--- src/design/list_pkg.sv ---
// ----------------------------------------------------------------------------
// list_pkg
// Shared types and constants for the LRU identity slot table.
// ----------------------------------------------------------------------------
`default_nettype none

package list_pkg;

	localparam int NUM_SLOTS = 8;
	localparam int IDX_W     = (NUM_SLOTS > 1) ? $clog2(NUM_SLOTS) : 1;
	localparam int CNT_W     = $clog2(NUM_SLOTS + 1);
	localparam int KEY_W     = 64;
	localparam int STAMP_W   = 32;
	localparam int OUT_IDX_W = 3;

	localparam logic [1:0] ACT_LOOKUP  = 2'd0;
	localparam logic [1:0] ACT_ACQUIRE = 2'd1;
	localparam logic [1:0] ACT_CLEAR   = 2'd2;

	// search token that walks down the cell row
	typedef struct packed {
		logic               hit;
		logic [IDX_W-1:0]   hit_idx;
		logic               free;
		logic [IDX_W-1:0]   free_idx;
		logic [IDX_W-1:0]   lru_idx;
		logic [STAMP_W-1:0] lru_stamp;
	} probe_t;

	// all-ones stamp at the head so slot 0 wins an all-ones tie
	localparam probe_t PROBE_INIT = '{
		hit:       1'b0,
		hit_idx:   '0,
		free:      1'b0,
		free_idx:  '0,
		lru_idx:   '0,
		lru_stamp: '1
	};

	// update broadcast to every cell
	typedef struct packed {
		logic               clear;
		logic               wr_en;
		logic               set_key;
		logic [IDX_W-1:0]   idx;
		logic [KEY_W-1:0]   key;
		logic [STAMP_W-1:0] stamp;
	} wr_cmd_t;

	function automatic logic [OUT_IDX_W-1:0] to_out_idx(input logic [IDX_W-1:0] idx);
		logic [IDX_W+OUT_IDX_W-1:0] w;
		w = {{OUT_IDX_W{1'b0}}, idx};
		return w[OUT_IDX_W-1:0];
	endfunction

endpackage

`default_nettype wire

--- src/design/list_cell.sv ---
// ----------------------------------------------------------------------------
// list_cell
// One table slot: holds a key and a use stamp, folds its own compare into the
// passing search token and registers the token for the next cell.
// ----------------------------------------------------------------------------
`default_nettype none

module list_cell (
	input  wire logic                      clk,
	input  wire logic                      arst_n,
	input  wire logic [list_pkg::IDX_W-1:0] cell_idx,
	input  wire logic [list_pkg::KEY_W-1:0] search_key,
	input  wire list_pkg::probe_t          probe_in,
	output list_pkg::probe_t               probe_out,
	input  wire list_pkg::wr_cmd_t         wr_cmd
);
	import list_pkg::*;

	logic [KEY_W-1:0]   key_q;
	logic [STAMP_W-1:0] stamp_q;
	probe_t             probe_nxt;
	probe_t             probe_q;

	always_comb begin
		probe_nxt = probe_in;
		if (!probe_in.hit && key_q == search_key) begin
			probe_nxt.hit     = 1'b1;
			probe_nxt.hit_idx = cell_idx;
		end
		if (!probe_in.free && key_q == '0) begin
			probe_nxt.free     = 1'b1;
			probe_nxt.free_idx = cell_idx;
		end
		// strict compare keeps the lowest index on ties
		if (stamp_q < probe_in.lru_stamp) begin
			probe_nxt.lru_idx   = cell_idx;
			probe_nxt.lru_stamp = stamp_q;
		end
	end

	always_ff @(posedge clk) begin
		probe_q <= probe_nxt;
	end

	assign probe_out = probe_q;

	always_ff @(posedge clk or negedge arst_n) begin
		if (!arst_n) begin
			key_q   <= '0;
			stamp_q <= '0;
		end else if (wr_cmd.clear) begin
			key_q   <= '0;
			stamp_q <= '0;
		end else if (wr_cmd.wr_en && wr_cmd.idx == cell_idx) begin
			if (wr_cmd.set_key) begin
				key_q <= wr_cmd.key;
			end
			stamp_q <= wr_cmd.stamp;
		end
	end

endmodule

`default_nettype wire

--- src/design/lru_identity_slot_table_unit.sv ---
// The result enters the output register once the search token has passed
// every cell and the output has room. A new item is taken only in the idle
// state; the token walks the slot row one cell per clock, then resolve writes back.
// A new item is taken while a previous result still waits in the output reg.
// Reset (arst_n low, asynchronous) empties every slot, zeroes all stamps and
// the use counter; no clearing pass follows.
// ----------------------------------------------------------------------------
// lru_identity_slot_table_unit
// Fully associative identity table with LRU replacement built as a row of
// slot cells; a search token collects hit, first-free and oldest slot.
// ----------------------------------------------------------------------------
`default_nettype none

module lru_identity_slot_table_unit (
	input  wire logic                          clk,
	input  wire logic                          arst_n,
	input  wire logic                          in_valid,
	output logic                               in_ready,
	input  wire logic [1:0]                    action,
	input  wire logic [list_pkg::KEY_W-1:0]    key_identity,
	output logic                               out_valid,
	input  wire logic                          out_ready,
	output logic                               found,
	output logic                               slot_valid,
	output logic [list_pkg::OUT_IDX_W-1:0]     slot_index,
	output logic                               evicted_live
);
	import list_pkg::*;

	typedef enum logic [1:0] {
		ST_IDLE = 2'b01,
		ST_SCAN = 2'b10
	} state_t;

	state_t             state_q;
	logic [CNT_W-1:0]   cnt_q;
	logic [1:0]         act_q;
	logic [KEY_W-1:0]   search_key_q;
	logic [STAMP_W-1:0] use_cnt_q;

	logic                 out_valid_q;
	logic                 found_q;
	logic                 slot_valid_q;
	logic [OUT_IDX_W-1:0] slot_index_q;
	logic                 evicted_q;

	probe_t  probe_chain [NUM_SLOTS];
	probe_t  tail;
	wr_cmd_t wr_cmd;

	logic                 in_xact;
	logic                 resolve;
	logic                 r_found;
	logic                 r_valid;
	logic [IDX_W-1:0]     r_idx;
	logic                 r_evict;
	logic                 bump_cnt;
	logic [STAMP_W-1:0]   next_stamp;

	// ---------------- cell row ----------------
	for (genvar i = 0; i < NUM_SLOTS; i++) begin : g_cell
		probe_t            cin;
		logic [IDX_W-1:0]  cidx;
		if (i == 0) begin : g_head
			assign cin = PROBE_INIT;
		end else begin : g_body
			assign cin = probe_chain[i-1];
		end
		assign cidx = IDX_W'(i);
		list_cell u_cell (
			.clk        (clk),
			.arst_n     (arst_n),
			.cell_idx   (cidx),
			.search_key (search_key_q),
			.probe_in   (cin),
			.probe_out  (probe_chain[i]),
			.wr_cmd     (wr_cmd)
		);
	end

	assign tail       = probe_chain[NUM_SLOTS-1];
	assign next_stamp = use_cnt_q + STAMP_W'(1);

	assign in_ready = (state_q == ST_IDLE);
	assign in_xact  = in_valid && in_ready;
	// resolve once the token has reached the tail; wait for output room
	assign resolve  = (state_q == ST_SCAN) && (cnt_q == CNT_W'(NUM_SLOTS))
	                  && (!out_valid_q || out_ready);

	// ---------------- resolve ----------------
	always_comb begin
		r_found  = 1'b0;
		r_valid  = 1'b0;
		r_idx    = '0;
		r_evict  = 1'b0;
		bump_cnt = 1'b0;
		wr_cmd   = '{clear: 1'b0, wr_en: 1'b0, set_key: 1'b0, idx: '0,
		             key: search_key_q, stamp: next_stamp};
		if (act_q == ACT_CLEAR) begin
			wr_cmd.clear = resolve;
		end else if (search_key_q != '0) begin
			if (act_q != ACT_ACQUIRE) begin
				r_found = tail.hit;
				r_valid = tail.hit;
				r_idx   = tail.hit ? tail.hit_idx : '0;
			end else if (tail.hit) begin
				r_found      = 1'b1;
				r_valid      = 1'b1;
				r_idx        = tail.hit_idx;
				bump_cnt     = 1'b1;
				wr_cmd.wr_en = resolve;
				wr_cmd.idx   = tail.hit_idx;
			end else begin
				r_valid        = 1'b1;
				r_idx          = tail.free ? tail.free_idx : tail.lru_idx;
				r_evict        = !tail.free;
				bump_cnt       = 1'b1;
				wr_cmd.wr_en   = resolve;
				wr_cmd.set_key = 1'b1;
				wr_cmd.idx     = r_idx;
			end
		end
	end

	// ---------------- control ----------------
	always_ff @(posedge clk or negedge arst_n) begin
		if (!arst_n) begin
			state_q   <= ST_IDLE;
			cnt_q     <= '0;
			use_cnt_q <= '0;
		end else begin
			case (state_q)
				ST_IDLE: begin
					if (in_xact) begin
						state_q <= ST_SCAN;
						cnt_q   <= '0;
					end
				end
				ST_SCAN: begin
					if (resolve) begin
						state_q <= ST_IDLE;
						if (act_q == ACT_CLEAR) begin
							use_cnt_q <= '0;
						end else if (bump_cnt) begin
							use_cnt_q <= next_stamp;
						end
					end else if (cnt_q != CNT_W'(NUM_SLOTS)) begin
						cnt_q <= cnt_q + CNT_W'(1);
					end
				end
				default: begin
					state_q <= ST_IDLE;
				end
			endcase
		end
	end

	always_ff @(posedge clk) begin
		if (in_xact) begin
			act_q        <= action;
			search_key_q <= key_identity;
		end
	end

	// ---------------- output register ----------------
	always_ff @(posedge clk or negedge arst_n) begin
		if (!arst_n) begin
			out_valid_q <= 1'b0;
		end else if (resolve) begin
			out_valid_q <= 1'b1;
		end else if (out_ready) begin
			out_valid_q <= 1'b0;
		end
	end

	always_ff @(posedge clk) begin
		if (resolve) begin
			found_q      <= r_found;
			slot_valid_q <= r_valid;
			slot_index_q <= to_out_idx(r_idx);
			evicted_q    <= r_evict;
		end
	end

	assign out_valid    = out_valid_q;
	assign found        = found_q;
	assign slot_valid   = slot_valid_q;
	assign slot_index   = slot_index_q;
	assign evicted_live = evicted_q;

	// ---------------- assertions ----------------
	a_accept_starts_scan: assert property (@(posedge clk) disable iff (!arst_n)
		in_xact |=> (state_q == ST_SCAN) && (cnt_q == '0))
		else $error("transaction did not start a scan");

	a_cnt_bound: assert property (@(posedge clk) disable iff (!arst_n)
		cnt_q <= CNT_W'(NUM_SLOTS))
		else $error("scan counter overran slot row");

	a_found_valid: assert property (@(posedge clk) disable iff (!arst_n)
		out_valid_q && found_q |-> slot_valid_q && !evicted_q)
		else $error("hit result without valid slot or with eviction");

	a_invalid_idx_zero: assert property (@(posedge clk) disable iff (!arst_n)
		out_valid_q && !slot_valid_q |-> slot_index_q == '0 && !evicted_q)
		else $error("slot index nonzero on invalid result");

	a_resolve_loads_out: assert property (@(posedge clk) disable iff (!arst_n)
		resolve |=> out_valid_q && (state_q == ST_IDLE))
		else $error("resolve did not present a result");

endmodule

`default_nettype wire

--- config.mk ---
export PLATFORM = sky130hd
export DESIGN_NAME = lru_identity_slot_table_unit
export DESIGN_NICKNAME = d
export VERILOG_FILES = /design/src/design/list_pkg.sv /design/src/design/list_cell.sv /design/src/design/lru_identity_slot_table_unit.sv
export SDC_FILE = /design/constraint.sdc
export NUM_CORES = 2
export LEC_CHECK = 0
export BUFFER_PORTS_ARGS = -buffer_cell sky130_fd_sc_hd__buf_2
export CORE_ASPECT_RATIO = 2
export CORE_MARGIN = 1.5
export CORE_UTILIZATION = 25
export DETAILED_ROUTE_END_ITERATION = 8
export PLACE_DENSITY = 0.4
export SKIP_LAST_GASP = 1
export SYNTH_ARGS = -nofsm -noshare
export SYNTH_HDL_FRONTEND = slang
export SYNTH_SLANG_ARGS = --single-unit
--- constraint.sdc ---
create_clock -name clk -period 2.85 [get_ports clk]
set_input_delay 0.285 -clock clk [delete_from_list [all_inputs] [get_ports clk]]
set_output_delay 0.285 -clock clk [all_outputs]
set_load 0.005 [all_outputs]
* Word level (Yosys, flattened, before mapping)
Index checks and enable logic that the tools add are counted.
Word-level totals: output and inout bits 8, input bits 70, bits in registers 1184, logic and storage cells 252
Cells by class: bitwise logic cells 1, magnitude comparators 8, eq/ne operators 25, $add $sub $neg 2, mux-type cells 67, reductions and logical operators 77
Operators by type and width (count):
- 64-bit 2-to-1 mux | 17
- 32-bit 2-to-1 mux | 24
- 64-bit == test | 8
- 64-bit zero test | 8
- 32-bit less-than comparator | 7
- 64-bit nonzero test | 1
- 32-bit by 1-bit adder with 32-bit output (second input constant) | 1
- 32-bit less-than comparator (second input constant) | 1
- 1-bit logical AND | 25
- 2-bit nonzero test | 12
- 4-bit 2-to-1 mux | 5
- 2-bit AND reduction | 9
- 1-bit zero test | 16
- 5-bit 2-to-1 mux | 3
- 3-bit == test (second input constant) | 4
- 3-bit 2-to-1 mux | 4
- 1-bit 2-to-1 mux | 10
- 4-bit case mux with 2 select lines | 1
- 3-bit by 2-bit == test with 1-bit output (second input constant) | 2
- 2-bit by 1-bit inequality test with 1-bit output (second input constant) | 3
- 4-bit by 1-bit adder with 4-bit output (second input constant) | 1
- 2-bit == test (second input constant) | 2
- 4-bit == test (second input constant) | 1
- 2-bit 2-to-1 mux | 2
- 12 further kinds | 13

* Depth between registers and ports, before layout
depth in word-level cells 10, depth in mapped cells 12, mapped depth without buffers 9

* Modules after synthesis
A second synthesis with hierarchy kept.
Unflattened totals: cell total of the unflattened synthesis 5312, area total of the unflattened synthesis 58289.7 µm²
Modules (own cells, without submodules):
- list_cell (g_cell[0].u_cell ...) | cells each 603, instances 4, sequential area each 3263.1 µm², area an instance 6647.6 µm²
- list_cell (g_cell[4].u_cell ...) | cells each 603, instances 4, sequential area each 3263.1 µm², area an instance 6550.0 µm²
- lru_identity_slot_table_unit | cells each 488, instances 1, sequential area each 3139.3 µm², area an instance 5499.0 µm²

* Worst setup path after synthesis
OpenSTA, ideal clock, no wires.
path kind register -> register, start register cnt_q[0], end register g_cell[2].u_cell.key_q[17], buffers on the path 5, arrival time 2.577 ns, data required time 2.714 ns, clock period less this slack 2.713 ns, cell stages (with the launch flop) 12, library setup time 0.136 ns, path slack 0.137 ns, cell sequence dfrtp_1 inv_1 ha_1 nand3b_1 nor3b_2 and2_1 buf_4 buf_4 buf_2 clkbuf_1 clkbuf_1 a21oi_1
Between the ends: cells in the longest elaborated chain, start to end 9, elaborated cells between the ends (all ways) 12, classes of those cells eq/ne (1); mux (5); reduce/logical (6)
Ends and longest elaborated chain:
- start, declared | RTL line lru_identity_slot_table_unit.sv:36 | logic [CNT_W-1:0] cnt_q;
- start signal, assigned | RTL line lru_identity_slot_table_unit.sv:148 | cnt_q <= cnt_q + CNT_W'(1);
- 4-bit == test * | RTL line lru_identity_slot_table_unit.sv:87 | assign resolve = (state_q == ST_SCAN) && (cnt_q == CNT_W'(NUM_SLOTS))
- 1-bit logical AND * | RTL line lru_identity_slot_table_unit.sv:87
- 1-bit logical AND * | RTL line lru_identity_slot_table_unit.sv:88 | && (!out_valid_q || out_ready);
- named net resolve | RTL line lru_identity_slot_table_unit.sv:52 | logic resolve;
- 5-bit 2-to-1 mux | RTL line lru_identity_slot_table_unit.sv:102 | if (act_q != ACT_ACQUIRE) begin
- 5-bit 2-to-1 mux | RTL line lru_identity_slot_table_unit.sv:101 | end else if (search_key_q != '0) begin
- 5-bit 2-to-1 mux | RTL line lru_identity_slot_table_unit.sv:99 | if (act_q == ACT_CLEAR) begin
- 1-bit logical AND | RTL line list_cell.sv:54 | end else if (wr_cmd.wr_en && wr_cmd.idx == cell_idx) begin
- 2-bit nonzero test (no source line)
- 2-bit AND reduction (no source line)
- end signal, assigned | RTL line list_cell.sv:56 | key_q <= wr_cmd.key;
- end, declared | RTL line list_cell.sv:19 | logic [KEY_W-1:0] key_q;
The timed path passes the listed nets; every way through them passes the cells marked *. A chain may end at the register's enable or synchronous reset.

* Final worst setup path
start register act_q[1], end register g_cell[5].u_cell.key_q[57]
Between the ends: cells in the longest elaborated chain, start to end 8, elaborated cells between the ends (all ways) 12, classes of those cells eq/ne (3); mux (5); reduce/logical (4)
Ends and longest elaborated chain:
- start, declared | RTL line lru_identity_slot_table_unit.sv:37 | logic [1:0] act_q;
- start signal, assigned | RTL line lru_identity_slot_table_unit.sv:160 | act_q <= action;
- 2-bit by 1-bit inequality test with 1-bit output | RTL line lru_identity_slot_table_unit.sv:102
- 5-bit 2-to-1 mux | RTL line lru_identity_slot_table_unit.sv:102
- 5-bit 2-to-1 mux | RTL line lru_identity_slot_table_unit.sv:101
- 5-bit 2-to-1 mux | RTL line lru_identity_slot_table_unit.sv:99
- 3-bit == test | RTL line list_cell.sv:54
- 1-bit logical AND | RTL line list_cell.sv:54
- 2-bit nonzero test (no source line)
- 2-bit AND reduction (no source line)
- end signal, assigned | RTL line list_cell.sv:56
- end, declared | RTL line list_cell.sv:19
Parallel ways exist; a longest one is shown, timed or not.

==> impl_metrics.csv <==
group,metric,value,unit
detailed_routing,routedWlPerCell,28.10,um
timing,rsz0062_at_grt,"yes",
floorplan,core_region_area,224100,um2
synthesis,synth_nets,5915,
place,dpl_cell_area,64180,um2
floorplan,floorplan.initialDensity,25.08,%
place,hpwl,187.4,mm
floorplan,std_cell_rows,246,
final_layout,finish.utilization,32.00,%
final_layout,stdcell_count,9229,
synthesis,avgSynthCellArea,9.991,um2
synthesis,async_flop_share,68.97,%
grt,grt_max_degree,85,
worst_setup_path,endpoint_kind,"flip-flop",
timing,relSlewSlack,42.77,%
worst_setup_path,crit_buf_inv,2,
timing,fin_crit,3.039,ns
synthesis,yosysWarningCount,0,
timing,setup_ws,-0.1895,ns
cts,cts_tree,"built",
synthesis,yosys.cell_types.count,73,
pwr,p_leak,33.15,nW
detailed_routing,first_pass_iters,6,
min_path,hold_path_class,"in2async",
worst_setup_path,cp_top_family,"simple AND/OR/NAND/NOR gates",
pwr,peakVddDrop,0.0005632,V
synthesis,yosysSeqAreaShare,50.15,%
final_layout,areaGrowthSynthToFinish,27.57,%
final_layout,fin_nets,6444,
detailed_routing,route.vias.total,45260,
timing,clock.fmax,329.0,MHz
place,dp.cells,8839,
worst_setup_path,crit_path_start_kind,"flip-flop",
synthesis,synth_area_leaders,"dfrtp_1 36%, dfxtp_1 10%, mux2_2 6.8%",
place,io_buffers,77,
worst_setup_path,slowest_delay,0.68,ns
synthesis,syn_inst,5625,
synthesis,synth_top_area_cell,"dfrtp_1",
pwr,powerDensity,556.1,nW/um2
pwr,p_comb_share,16.1,%
detailed_routing,drcViolationCount,0,
pwr,power.switching,12.06,mW
timing,setup_viol,746,
worst_setup_path,crit_chain,"nor2b_1 > nand2_4 > nor2_4 > buf_6 > and3_4 > clkbuf_16 > nand2_1 > a21oi_1",
timing,finalHoldViolCount,0,
final_layout,final_common_cell,"nand2_1",
grt,grt_pass1_vias,46950,
cts,cts_made_buffers,112,
grt,met2_usage,41.88,%
pwr,pwr-share-seq,43.2,%
synthesis,synth_edf_count,72,
final_layout,layout-drive-gt1-share,22.35,%
worst_setup_path,required,3.50,ns
timing,clock_skew,0.03551,ns
floorplan,die_x,338.3,um
synthesis,yosysTopAreaCellShare,35.89,%
run,drv_cap,0,
worst_setup_path,path_class,"reg2reg",
cts,cts_root_buffer,"clkbuf_16",
detailed_routing,wl,259.3,mm
floorplan,dieArea,227800,um2
worst_setup_path,arrival,3.69,ns
pwr,internal-power,27.82,mW
grt,use_met1,19.39,%
synthesis,ys_ff_latch,1170,
place,gp_congestion,0.9299,
detailed_routing,viasPerCell,4.904,
floorplan,fp.dieH,673.5,um
cts,htreeDepth,3,
cts,clock_sinks,1170,
floorplan,ios,78,
synthesis,synth_flop_cell,"dfrtp_1",
synthesis,synth_area,56200,um2
grt,grt_busiest_layer,"met2",
grt,grt.total_usage,21.61,%
pwr,power_frac_clock,40.6,%
status,status,"finished with violations",
cts,clkLatencyLatePin,0.76,ns
pwr,p_sw_share,30.24,%
timing,worst_slew_pin_slew,0.8567,ns
timing,period_share,106.6,%
grt,grt_util_met3,2.611,%
cts,clock_path_buffers,3,
final_layout,finalInstanceArea,71700,um2
grt,grt_antenna_before_repair,15,
status,violations,"negative setup slack",
detailed_routing,drtIter0Drc,2982,
final_layout,final_cell_mix,"879 x nand2_1, 806 x dfrtp_1, 425 x buf_4, 416 x a21oi_1, 317 x inv_1",
grt,grt_pass1_wl,350.8,mm
detailed_routing,antenna_left,0,
timing,slew_viol_final,0,
cts,clk_pin_slew,0.07,ns
worst_setup_path,critPathMaxFanout,8,
pwr,totalPowerFinal,39.87,mW
worst_setup_path,worst_path_max_delay_cell,"nor2b_1",
grt,grt-ovfl-total,0,
-- final timing paths --
kind                                              start                             end  slack, ns  depth (start not counted)
hold reg to reg            g_cell[0].u_cell.stamp_q[10]  g_cell[0].u_cell.probe_out[10]       0.36                          0
max in group asynchronous                        arst_n      g_cell[7].u_cell.key_q[15]       1.57                          3
min in group clk                       key_identity[45]                search_key_q[45]       0.25                          2
setup reg to reg                               act_q[1]      g_cell[5].u_cell.key_q[57]      -0.19                          8
setup / recovery                               act_q[1]      g_cell[5].u_cell.key_q[57]      -0.19                          8
hold / removal                                   arst_n     g_cell[1].u_cell.stamp_q[2]       0.18                          2
-- timing repair --
action,CTS,global route
gates cloned,19,40
pin swaps,11,62
hold buffers,69,0
hold endpoints to repair,101,0
resized for setup,108,205
buffers inserted,23,29
endpoints found under the setup margin,920,975
-- area by class of cell --
type,instances,area [um2]
Clock buffer,162,3307
Inverter,321,1215
Multi-Input combinational cell,3759,26130
Tap cell,2976,3724
Clock inverter,44,528.0
Sequential cell,1170,28180
Fill cell,23350,152400
Timing Repair Buffer,790,8588
Antenna cell,7,17.52
-- metrics by stage --
step	hold slack, ns	setup WS [ns]	setup TNS [ns]
6_report	0.1822	-0.1895	-53.91
5_1_grt	0.2010	-0.2041	-97.55
4_1_cts	0.1798	-0.3638	-232.03
3_5_place_dp	0.3493	-0.7794	-457.19
3_3_place_gp	0.3449	-0.7797	-456.45
2_1_floorplan	-0.01059	0.1368	0
-- power groups by stage --
stage,Clock [mW],Combinational [mW],Sequential (mW)
CTS,16.6,6.24,17.2
floorplan,0,2.12,17.4
detailed placement,0,6.13,17.6
global placement,0,6.15,17.6
global route,17.1,6.44,17.2
finish,16.2,6.44,17.2
-- per-layer routing --
| layer | vias to the layer above | wire (um) |
|---|---|---|
| met5 | - | 54 |
| met4 | 8 | 28500 |
| met3 | 701 | 8896 |
| met2 | 1317 | 141300 |
| met1 | 22910 | 80600 |
| li1 | 20330 | - |
-- cell families (layout without fill, tap and decap cells) --
logic type,Yosys count,count (layout),share of synthesized area (%)
other,0,7,0
AO/OA/AOI/OAI,844,844,8.809
adder cells (fa/ha/maj),220,220,4.898
buffers and inverters,702,1317,5.276
XOR/XNOR,436,436,6.795
flip-flops,1170,1170,50.15
AND/OR/NAND/NOR,1752,1758,14.38
multiplexers,501,501,9.693
-- synth_stat cells (20+ instances only) --
master,count
dfxtp_1,291
a21oi_1,454
nand2b_1,43
xor2_1,250
o21ai_0,154
nor4_1,228
buf_6,20
nand2_1,902
edfxtp_1,72
o22ai_1,40
nor2_1,257
and3_1,22
mux2i_1,155
ha_1,220
clkbuf_1,179
nand3_1,56
inv_1,320
buf_2,123
xnor2_1,186
nand4_1,138
a21o_1,36
nor3_1,27
dfrtp_1,806
buf_1,52
mux2_2,337
-- flip-flops by register name (all words and copies together) (netlist names) --
name                     flops
act_q                        2
search_key_q                64
state_q                      2
evicted_live                 1
slot_valid                   1
found                        1
slot_index                   3
g_cell.u_cell.probe_out    291
use_cnt_q                   32
cnt_q                        4
g_cell.u_cell.stamp_q      256
g_cell.u_cell.key_q        512
out_valid                    1
-- worst reg2reg max path, cell delays in order (launching register included) --
cell       delay, ns
edfxtp_1        0.41
nor2b_1         0.68
nand2_4         0.28
nor2_4          0.58
buf_6           0.20
and3_4          0.33
clkbuf_16       0.24
nand2_1         0.06
a21oi_1         0.17
No activity file was read; power rests on OpenSTA's default activity.
